`config.mk`:
```
export PLATFORM = sky130hd
export DESIGN_NAME = update_link_frame_receiver_flat
export DESIGN_NICKNAME = d
export VERILOG_FILES = /design/src/ulfr_pkg.sv /design/src/ulfr_in_if.sv /design/src/ulfr_out_if.sv /design/src/ulfr_decode.sv /design/src/update_link_frame_receiver.sv /design/src/flat_wrapper.sv
export VERILOG_INCLUDE_DIRS = /design/src /design/src/src
export SDC_FILE = /design/constraint.sdc
export NUM_CORES = 1
export LEC_CHECK = 0
export BUFFER_PORTS_ARGS = -buffer_cell sky130_fd_sc_hd__clkbuf_2
export CAP_MARGIN = 20
export CORE_ASPECT_RATIO = 1.1
export CORE_MARGIN = 5
export CORE_UTILIZATION = 54
export CTS_CLUSTER_SIZE = 40
export DETAILED_ROUTE_END_ITERATION = 8
export GPL_TIMING_DRIVEN = 0
export PLACE_DENSITY = 0.75
export SYNTH_ARGS = -nofsm -noshare
export SYNTH_HDL_FRONTEND = slang
export SYNTH_SLANG_ARGS = --single-unit
```
`constraint.sdc`:
```
create_clock -name clk -period 4.1 [get_ports clk]
set_input_delay 0.205 -clock clk [delete_from_list [all_inputs] [get_ports clk]]
set_output_delay 0.205 -clock clk [all_outputs]
set_load 0.01 [all_outputs]
```
`src/assert_macros.svh`:
```
// Assertion helpers used by the RTL.
`ifndef ASSERT_MACROS_SVH
`define ASSERT_MACROS_SVH

// Clocked check, masked while reset is asserted.
`define ULFR_ASSERT(lbl, clk, rst_n, prop, msg) \
	lbl: assert property (@(posedge clk) disable iff (!(rst_n)) (prop)) else $error(msg);

// Clocked check that also holds during reset.
`define ULFR_ASSERT_ALWAYS(lbl, clk, prop, msg) \
	lbl: assert property (@(posedge clk) (prop)) else $error(msg);

`endif

```
`src/ulfr_pkg.sv`:
```
package ulfr_pkg;

	localparam int PACKET_BYTES = 8;
	localparam int STORE_DEPTH  = PACKET_BYTES + 1;
	localparam int STORE_IDX_W  = $clog2(STORE_DEPTH);
	localparam int BYTE_CNT_W   = $clog2(STORE_DEPTH + 1);

	// Input item kinds
	localparam logic [1:0] KIND_BYTE = 2'd0;
	localparam logic [1:0] KIND_TICK = 2'd1;
	localparam logic [1:0] KIND_WAIT = 2'd2;

	// Configuration register indexes
	localparam logic [1:0] CFG_ESCAPE_BYTE = 2'd0;
	localparam logic [1:0] CFG_START_BYTE  = 2'd1;
	localparam logic [1:0] CFG_STUFF_MASK  = 2'd2;

	localparam logic [7:0] ESCAPE_RESET = 8'd125;
	localparam logic [7:0] START_RESET  = 8'd126;
	localparam logic [7:0] MASK_RESET   = 8'd32;

	// Frame layout
	localparam int IDX_ID_A  = 1;
	localparam int IDX_ID_B  = 2;
	localparam int IDX_PRIM  = 3;
	localparam int IDX_ADDR0 = 4;
	localparam int IDX_ADDR1 = 5;
	localparam int IDX_ADDR2 = 6;
	localparam int IDX_ADDR3 = 7;

	localparam logic [7:0] ID_WORD_A     = 8'h5E;
	localparam logic [7:0] ID_WORD_B     = 8'h50;
	localparam logic [7:0] PRIM_PWR_ACK  = 8'h80;
	localparam logic [7:0] PRIM_VER_ACK  = 8'h81;
	localparam logic [7:0] PRIM_ADDR_REQ = 8'h82;
	localparam logic [7:0] PRIM_END      = 8'h83;
	localparam logic [7:0] PRIM_CRC_ERR  = 8'h84;

	// Protocol states
	localparam logic [3:0] ST_IDLE     = 4'd0;
	localparam logic [3:0] ST_PWR_REQ  = 4'd1;
	localparam logic [3:0] ST_PWR_ACK  = 4'd2;
	localparam logic [3:0] ST_VER_REQ  = 4'd3;
	localparam logic [3:0] ST_VER_ACK  = 4'd4;
	localparam logic [3:0] ST_XFER     = 4'd5;
	localparam logic [3:0] ST_DATA_REQ = 4'd6;
	localparam logic [3:0] ST_COMPLETE = 4'd7;
	localparam logic [3:0] ST_FAIL     = 4'd8;

	localparam logic OUTCOME_FRAME   = 1'b0;
	localparam logic OUTCOME_TIMEOUT = 1'b1;

	typedef logic [STORE_DEPTH-1:0][7:0] frame_t;

	typedef struct packed {
		logic [3:0]  state;
		logic        load_addr;
		logic [31:0] addr;
	} decode_t;

endpackage

```
`src/ulfr_in_if.sv`:
```
interface ulfr_in_if;
	import ulfr_pkg::*;

	logic        valid;
	logic        ready;
	logic [1:0]  kind;
	logic [7:0]  rx_byte;
	logic [11:0] wait_timeout;
	logic [3:0]  expected_state;
	logic        force_state;
	logic [3:0]  new_state;

	modport source (
		output valid, kind, rx_byte, wait_timeout, expected_state, force_state, new_state,
		input  ready
	);
	modport sink (
		input  valid, kind, rx_byte, wait_timeout, expected_state, force_state, new_state,
		output ready
	);
endinterface

```
`src/ulfr_out_if.sv`:
```
interface ulfr_out_if;
	import ulfr_pkg::*;

	logic        valid;
	logic        ready;
	logic        outcome;
	logic [3:0]  link_state;
	logic [31:0] requested_address;
	logic        reached;

	modport source (
		output valid, outcome, link_state, requested_address, reached,
		input  ready
	);
	modport sink (
		input  valid, outcome, link_state, requested_address, reached,
		output ready
	);
endinterface

```
`src/ulfr_decode.sv`:
```
module ulfr_decode
	import ulfr_pkg::*;
(
	input  frame_t     frame,
	input  logic [3:0] cur_state,
	output decode_t    dec
);

	logic id_ok;

	assign id_ok = (frame[IDX_ID_A] == ID_WORD_A) && (frame[IDX_ID_B] == ID_WORD_B);

	always_comb begin
		dec.state     = cur_state;
		dec.load_addr = 1'b0;
		dec.addr      = {frame[IDX_ADDR3], frame[IDX_ADDR2], frame[IDX_ADDR1], frame[IDX_ADDR0]};
		if (id_ok) begin
			unique case (frame[IDX_PRIM])
				PRIM_PWR_ACK: begin
					if (cur_state == ST_PWR_REQ) dec.state = ST_PWR_ACK;
				end
				PRIM_VER_ACK: begin
					if (cur_state == ST_VER_REQ) dec.state = ST_VER_ACK;
				end
				PRIM_ADDR_REQ: begin
					if (cur_state == ST_XFER) begin
						dec.state     = ST_DATA_REQ;
						dec.load_addr = 1'b1;
					end
				end
				PRIM_END:     dec.state = ST_COMPLETE;
				PRIM_CRC_ERR: dec.state = ST_FAIL;
				default: ;
			endcase
		end
	end

endmodule

```
`src/update_link_frame_receiver.sv`:
```
// Channel  | Role   | Payload
// item     | sink   | kind, rx_byte, wait_timeout, expected_state, force_state, new_state
// result   | source | outcome, link_state, requested_address, reached
// cfg      | write  | cfg_wr_en, cfg_idx, cfg_wdata (escape, start, stuff mask)
//
// One item per cycle while the result register is not stalled: accepted into the input
// register, then processed by the destuff, count and decode logic; any result lands
// in the result register.
// Reset clears all control state and loads the default configuration bytes.
// A stalled result register holds the processing stage; the input register still
// takes one more transaction while it is empty.
module update_link_frame_receiver
	import ulfr_pkg::*;
(
	input  logic       clk,
	input  logic       arst_n,
	ulfr_in_if.sink    item,
	ulfr_out_if.source result,
	input  logic       cfg_wr_en,
	input  logic [1:0] cfg_idx,
	input  logic [7:0] cfg_wdata
);

`include "assert_macros.svh"

	// Configuration registers
	logic [7:0] escape_byte_q, start_byte_q, stuff_mask_q;

	// Input register
	logic        valid_s1;
	logic [1:0]  kind_s1;
	logic [7:0]  rx_byte_s1;
	logic [11:0] wait_timeout_s1;
	logic [3:0]  expected_state_s1;
	logic        force_state_s1;
	logic [3:0]  new_state_s1;

	// Receiver state
	frame_t                frame_store_q;
	logic [BYTE_CNT_W-1:0] byte_count_q, byte_count_d;
	logic                  escape_pending_q, escape_pending_d;
	logic [11:0]           idle_ticks_q, idle_ticks_d;
	logic                  wait_active_q, wait_active_d;
	logic [3:0]            hoped_state_q, hoped_state_d;
	logic [11:0]           timeout_limit_q, timeout_limit_d;
	logic [3:0]            protocol_state_q, protocol_state_d;
	logic [31:0]           address_reg_q, address_reg_d;

	// Result register
	logic        res_valid_s2;
	logic        res_outcome_s2;
	logic [3:0]  res_state_s2;
	logic [31:0] res_addr_s2;
	logic        res_reached_s2;

	logic                  advance, go;
	logic                  emit, emit_outcome, emit_reached;
	logic                  store_wr;
	logic [7:0]            store_val;
	logic [BYTE_CNT_W-1:0] count_inc;
	decode_t               dec;

	// Processing stage moves whenever the result register is free or being drained
	assign advance    = !res_valid_s2 || result.ready;
	assign go         = valid_s1 && advance;
	assign item.ready = !valid_s1 || advance;

	ulfr_decode u_decode (
		.frame     (frame_store_q),
		.cur_state (protocol_state_q),
		.dec       (dec)
	);

	always_ff @(posedge clk or negedge arst_n) begin
		if (!arst_n) begin
			escape_byte_q <= ESCAPE_RESET;
			start_byte_q  <= START_RESET;
			stuff_mask_q  <= MASK_RESET;
		end else if (cfg_wr_en) begin
			unique case (cfg_idx)
				CFG_ESCAPE_BYTE: escape_byte_q <= cfg_wdata;
				CFG_START_BYTE:  start_byte_q  <= cfg_wdata;
				CFG_STUFF_MASK:  stuff_mask_q  <= cfg_wdata;
				default: ;	// drop writes beyond the register list
			endcase
		end
	end

	// Input register: capture a transaction whenever the slot is free
	always_ff @(posedge clk or negedge arst_n) begin
		if (!arst_n) begin
			valid_s1 <= 1'b0;
		end else if (item.ready) begin
			valid_s1 <= item.valid;
		end
	end

	always_ff @(posedge clk) begin
		if (item.ready && item.valid) begin
			kind_s1           <= item.kind;
			rx_byte_s1        <= item.rx_byte;
			wait_timeout_s1   <= item.wait_timeout;
			expected_state_s1 <= item.expected_state;
			force_state_s1    <= item.force_state;
			new_state_s1      <= item.new_state;
		end
	end

	assign count_inc = byte_count_q + BYTE_CNT_W'(1);

	// Per-item processing: wait setup, tick timeout, destuff and frame assembly
	always_comb begin
		byte_count_d     = byte_count_q;
		escape_pending_d = escape_pending_q;
		idle_ticks_d     = idle_ticks_q;
		wait_active_d    = wait_active_q;
		hoped_state_d    = hoped_state_q;
		timeout_limit_d  = timeout_limit_q;
		protocol_state_d = protocol_state_q;
		address_reg_d    = address_reg_q;
		emit             = 1'b0;
		emit_outcome     = OUTCOME_FRAME;
		emit_reached     = 1'b0;
		store_wr         = 1'b0;
		store_val        = escape_pending_q ? (rx_byte_s1 ^ stuff_mask_q) : rx_byte_s1;

		unique case (kind_s1)
			KIND_WAIT: begin
				// Open or restart the wait
				timeout_limit_d = wait_timeout_s1;
				hoped_state_d   = expected_state_s1;
				if (force_state_s1) protocol_state_d = new_state_s1;
				byte_count_d     = '0;
				escape_pending_d = 1'b0;
				idle_ticks_d     = '0;
				wait_active_d    = 1'b1;
			end
			KIND_TICK: begin
				if (wait_active_q) begin
					if (idle_ticks_q >= timeout_limit_q) begin
						wait_active_d = 1'b0;
						emit          = 1'b1;
						emit_outcome  = OUTCOME_TIMEOUT;
					end else begin
						idle_ticks_d = idle_ticks_q + 12'd1;
					end
				end
			end
			KIND_BYTE: begin
				if (wait_active_q) begin
					idle_ticks_d = '0;
					if (rx_byte_s1 == escape_byte_q) begin
						escape_pending_d = 1'b1;
					end else begin
						escape_pending_d = 1'b0;
						store_wr = (byte_count_q < BYTE_CNT_W'(STORE_DEPTH));
						// Start test uses the raw byte; once under way every byte counts
						if (byte_count_q != '0 || rx_byte_s1 == start_byte_q) begin
							byte_count_d = count_inc;
							if (count_inc >= BYTE_CNT_W'(STORE_DEPTH)) begin
								byte_count_d     = '0;
								wait_active_d    = 1'b0;
								protocol_state_d = dec.state;
								if (dec.load_addr) address_reg_d = dec.addr;
								emit         = 1'b1;
								emit_outcome = OUTCOME_FRAME;
								emit_reached = (dec.state == hoped_state_q);
							end
						end
					end
				end
			end
			default: ;	// unused kind: no effect
		endcase
	end

	always_ff @(posedge clk or negedge arst_n) begin
		if (!arst_n) begin
			byte_count_q     <= '0;
			escape_pending_q <= 1'b0;
			idle_ticks_q     <= '0;
			wait_active_q    <= 1'b0;
			hoped_state_q    <= ST_IDLE;
			timeout_limit_q  <= '0;
			protocol_state_q <= ST_IDLE;
			address_reg_q    <= '0;
		end else if (go) begin
			byte_count_q     <= byte_count_d;
			escape_pending_q <= escape_pending_d;
			idle_ticks_q     <= idle_ticks_d;
			wait_active_q    <= wait_active_d;
			hoped_state_q    <= hoped_state_d;
			timeout_limit_q  <= timeout_limit_d;
			protocol_state_q <= protocol_state_d;
			address_reg_q    <= address_reg_d;
		end
	end

	// Frame bytes: written at the current count, no reset
	always_ff @(posedge clk) begin
		if (go && store_wr) begin
			frame_store_q[byte_count_q[STORE_IDX_W-1:0]] <= store_val;
		end
	end

	// Result register: load on a finished frame or timeout, clear once taken
	always_ff @(posedge clk or negedge arst_n) begin
		if (!arst_n) begin
			res_valid_s2 <= 1'b0;
		end else if (advance) begin
			res_valid_s2 <= go && emit;
		end
	end

	always_ff @(posedge clk) begin
		if (go && emit) begin
			res_outcome_s2 <= emit_outcome;
			res_state_s2   <= protocol_state_d;
			res_addr_s2    <= address_reg_d;
			res_reached_s2 <= emit_reached;
		end
	end

	assign result.valid             = res_valid_s2;
	assign result.outcome           = res_outcome_s2;
	assign result.link_state        = res_state_s2;
	assign result.requested_address = res_addr_s2;
	assign result.reached           = res_reached_s2;

	`ULFR_ASSERT(a_count_in_range, clk, arst_n, byte_count_q < BYTE_CNT_W'(STORE_DEPTH), "byte count past frame length")
	`ULFR_ASSERT(a_timeout_not_reached, clk, arst_n, (res_valid_s2 && res_outcome_s2) |-> !res_reached_s2, "timeout result flagged as reached")
	`ULFR_ASSERT(a_result_closes_wait, clk, arst_n, (go && emit) |=> !wait_active_q, "wait still open after a result")
	`ULFR_ASSERT(a_stall_cause, clk, arst_n, !item.ready |-> (valid_s1 && res_valid_s2 && !result.ready), "input stalled without a full pipeline")

endmodule

```
`src/flat_wrapper.sv`:
```
// flat-port wrapper written by rule: the top's interface ports become plain ports
module update_link_frame_receiver_flat import ulfr_pkg::*;
  (clk, arst_n, cfg_wr_en, cfg_idx, cfg_wdata, item_valid, item_kind, item_rx_byte, item_wait_timeout, item_expected_state, item_force_state, item_new_state, item_ready, result_valid, result_outcome, result_link_state, result_requested_address, result_reached, result_ready);
  ulfr_in_if item_i ();
  ulfr_out_if result_i ();
  input  logic clk;
  input  logic arst_n;
  input  logic cfg_wr_en;
  input  logic [1:0] cfg_idx;
  input  logic [7:0] cfg_wdata;
  input wire logic [$bits(item_i.valid)-1:0] item_valid;
  input wire logic [$bits(item_i.kind)-1:0] item_kind;
  input wire logic [$bits(item_i.rx_byte)-1:0] item_rx_byte;
  input wire logic [$bits(item_i.wait_timeout)-1:0] item_wait_timeout;
  input wire logic [$bits(item_i.expected_state)-1:0] item_expected_state;
  input wire logic [$bits(item_i.force_state)-1:0] item_force_state;
  input wire logic [$bits(item_i.new_state)-1:0] item_new_state;
  output wire logic [$bits(item_i.ready)-1:0] item_ready;
  output wire logic [$bits(result_i.valid)-1:0] result_valid;
  output wire logic [$bits(result_i.outcome)-1:0] result_outcome;
  output wire logic [$bits(result_i.link_state)-1:0] result_link_state;
  output wire logic [$bits(result_i.requested_address)-1:0] result_requested_address;
  output wire logic [$bits(result_i.reached)-1:0] result_reached;
  input wire logic [$bits(result_i.ready)-1:0] result_ready;
  assign item_i.valid = item_valid;
  assign item_i.kind = item_kind;
  assign item_i.rx_byte = item_rx_byte;
  assign item_i.wait_timeout = item_wait_timeout;
  assign item_i.expected_state = item_expected_state;
  assign item_i.force_state = item_force_state;
  assign item_i.new_state = item_new_state;
  assign item_ready = item_i.ready;
  assign result_valid = result_i.valid;
  assign result_outcome = result_i.outcome;
  assign result_link_state = result_i.link_state;
  assign result_requested_address = result_i.requested_address;
  assign result_reached = result_i.reached;
  assign result_i.ready = result_ready;
  update_link_frame_receiver u_core (.clk(clk), .arst_n(arst_n), .item(item_i), .result(result_i), .cfg_wr_en(cfg_wr_en), .cfg_idx(cfg_idx), .cfg_wdata(cfg_wdata));
endmodule
```
==> impl_metrics.csv <==
group,metric,value,unit
outcome,status,"finished clean",
synth,synthXorXnorAreaFrac,2.50,%
timing,finalSetupViolCount,0,
floorplanning,die_y,149,µm
timing,min_period,3180,ps
timing,slew_headroom,29.5,%
power,power_frac_clock,40.1,%
synth,yosys.area_share.simple,8.11,%
power,seq_power_share,50.2,%
power,p_per_area,448,nW/µm²
power,irDropWorstVdd,0.504,mV
global_routing,grt-ovfl-total,0,
drt,detailroute.via_count,5850,
critical_path,cp-end-kind,"flip-flop",
place,place.gp.congestion,0.861,
clock_tree,cts_tree,"yes",
synth,synth_area,9460,µm²
synth,synth_compound_area_share,7.06,%
final_layout,layout.nets,873,
power,p_total,5.12,mW
synth,yosysTopAreaCell,"edfxtp_1",
floorplanning,core_area,17100,µm²
timing,tns,0,ps
critical_path,crit_chain,"or4b_1, nor3_1, and3_2, nand3_1, buf_2, mux2_1",
critical_path,crit_arrival,3410,ps
floorplanning,dieArea,20300,µm²
final_layout,finalNonFillerCells,1059,
critical_path,regToRegSetupSlack,920,ps
clock_tree,clk_path_buf_depth,3,
place,dp_cells,977,
timing,rsz0062_at_grt,"no",
critical_path,path_class,"reg -> reg",
synth,netlist.area_leader.share,39.7,%
final_layout,n_antenna_cell,0,
timing,period_share,77.5,%
clock_tree,h-tree-depth,1,
synth,synth_top_family_by_area,"multiplexers",
synth,async_reset_ff_share,43.4,%
clock_tree,clkTransAtPathRegs,60,ps
final_layout,final_cell_mix,"125 x edfxtp_1, 98 x mux2_2, 86 x clkbuf_2, 83 x dfrtp_1, 41 x dlygate4sd3_1",
drt,first_pass_iters,5,
place,dpl.hpwl,12600,µm
synth,yosysWarnings,0,
run,maxCapViolations,0,
drt,vias_per_cell,5.52,
synth,netlist_top_cells_area,"edfxtp_1 40%, dfrtp_1 22%, mux2_2 12%, dfstp_2 3.6%, ha_1 2.2%",
power,switching_share,22.9,%
critical_path,cpMaxStageDelayCell,"nor3_1",
floorplanning,die_w,136,µm
synth,syn_inst,654,
min_path,hold_class,"in -> reg",
floorplanning,start_util,55.2,%
timing,fin_hold_ws,173,ps
critical_path,worstPathMaxFanout,10,
clock_tree,cts.sinks,221,
timing,fin_skew,14.1,ps
final_layout,drive_gt1_share,31.3,%
synth,synth_flop_cell,"edfxtp_1",
place,io_buffers,85,
drt,drc,0,
global_routing,grt_max_degree,61,
synth,synth-seq-cells,221,
power,switchingPower,1.17,mW
synth,synthAdderAreaFrac,2.25,%
floorplanning,io_pins,86,
final_layout,area_growth,20.8,%
critical_path,cp-start-kind,"flip-flop",
timing,hold_viol_final,0,
power,leakagePower,4.60,nW
drt,drtIter0Drc,320,
clock_tree,ctsRootBufferMaster,"clkbuf_16",
final_layout,finalInstanceArea,11400,µm²
timing,fmax,315,MHz
global_routing,gr-usage-all-layers,19.4,%
power,combPwrFrac,9.7,%
final_layout,final_common_cell,"edfxtp_1",
timing,tightest_slew,1060,ps
synth,syn_area_per_cell,14.5,µm²
critical_path,slowest_delay,610,ps
power,power.internal,3.95,mW
synth,ys_types,66,
synth,synth_edf_count,125,
synth,ys_seq_area_share,65.3,%
synth,synth_mux_area_share,12.8,%
clock_tree,insertion_delay,500,ps
global_routing,antenna_found_initial,0,
place,dpl_cell_area,10300,µm²
drt,drt-total-wl,19200,µm
floorplanning,fp-row-count,50,
global_routing,grt_pass1_vias,6090,
critical_path,critPathBufInv,1,
synth,syn-num-nets,717,
clock_tree,cts-buffers-inserted,22,
global_routing,grt_pass1_wl,31300,µm
final_layout,fillCellCount,1265,
critical_path,crit_family,"simple AND/OR/NAND/NOR gates",
timing,finalMaxSlewViolations,0,
drt,wl_per_cell,18.1,µm
critical_path,worstPathRequired,4340,ps
drt,ant_nets,0,
-- worst reg2reg max path, delay by kind of cell, from the launching register on --
kind | cells | cell delay (ps)
simple gates | 4 | 1820
flops | 1 | 390
mux | 1 | 360
buf+inv | 1 | 340
-- state kept, by name (all words and copies together) (netlist names), 2 cells and up --
signal	flops
u_core.address_reg_q	32
u_core.byte_count_q	4
u_core.escape_byte_q	8
u_core.expected_state_s1	4
u_core.frame_store_q	56
u_core.hoped_state_q	4
u_core.idle_ticks_q	12
u_core.kind_s1	2
u_core.new_state_s1	4
u_core.protocol_state_q	4
u_core.result.link_state	4
u_core.result.requested_address	32
u_core.rx_byte_s1	8
u_core.start_byte_q	8
u_core.stuff_mask_q	8
u_core.timeout_limit_q	12
u_core.wait_timeout_s1	12
-- synth_stat cells (4+ instances only) --
cell type,count
a21o_1,5
a21oi_1,19
and2_1,9
buf_2,6
clkbuf_1,15
dfrtp_1,83
dfstp_2,13
edfxtp_1,125
ha_1,17
inv_1,28
mux2_1,6
mux2_2,98
mux2i_1,4
nand2_1,37
nand2b_1,5
nand3_1,12
nand4_1,4
nor2_1,18
nor3b_1,6
nor4_1,4
o211ai_1,4
o21ai_0,24
or3_1,10
xnor2_1,17
xor2_1,10
-- metrics by stage --
step,setup WS [ps],util [%]
after floorplan,529,-
after global placement,-455,59.4
after detailed placement,1000,59.9
after CTS,979,66.6
after global routing,810,66.6
final,922,66.6
-- power by group through the flow --
| stage | sequential, mW | clock (mW) | combinational [mW] |
|---|---|---|---|
| floorplan | 2.59 | 0 | 0.322 |
| global placement | 2.60 | 0 | 0.438 |
| detailed placement | 2.61 | 0 | 0.461 |
| CTS | 2.57 | 2.09 | 0.498 |
| global route | 2.59 | 2.19 | 0.558 |
| finish | 2.57 | 2.05 | 0.498 |
-- kinds of logic after synthesis --
group	Yosys count
flip-flops	221
AND/OR/NAND/NOR	135
multiplexers	108
AO/OA/AOI/OAI	97
buffers and inverters	49
XOR/XNOR	27
adder cells (fa/ha/maj)	17
-- layer usage --
metal	track usage (%)	vias to the layer above	wire, µm
li1	-	2760	-
met1	24.8	2919	7840
met2	34.7	135	10000
met3	2.83	36	970
met4	5.14	0	359
met5	0	-	0
-- cell type report --
cell class	instances	area (µm²)	area share, %
inverter	28	105	0.920
tap	234	293	2.56
buffer	21	86.3	0.756
clock inverter	12	151	1.33
multi-input combinational	384	3100	27.2
timing repair buffer	132	923	8.08
clock buffer	27	591	5.17
sequential	221	6170	54.0
-- what timing repair did --
action                                 4_1_cts  5_1_grt
hold buffers                                41        0
gates resized for setup                      0        0
setup buffers                                0        0
endpoints found under the hold margin      103        0
-- path summary, 6_finish.rpt --
path                                            startpoint                                 end  cells past startpoint
worst max-delay path              u_core.frame_store_q[28]  u_core.result.requested_address[1]                      6
worst min-delay path                            cfg_idx[1]             u_core.escape_byte_q[7]                      3
worst max register to register    u_core.frame_store_q[28]  u_core.result.requested_address[1]                      6
worst min register to register  u_core.wait_timeout_s1[10]          u_core.timeout_limit_q[10]                      1
max in group asynchronous                           arst_n              u_core.start_byte_q[1]                      3
min in group asynchronous                           arst_n           u_core.timeout_limit_q[1]                      2
(Power assumes the default switching activity.)
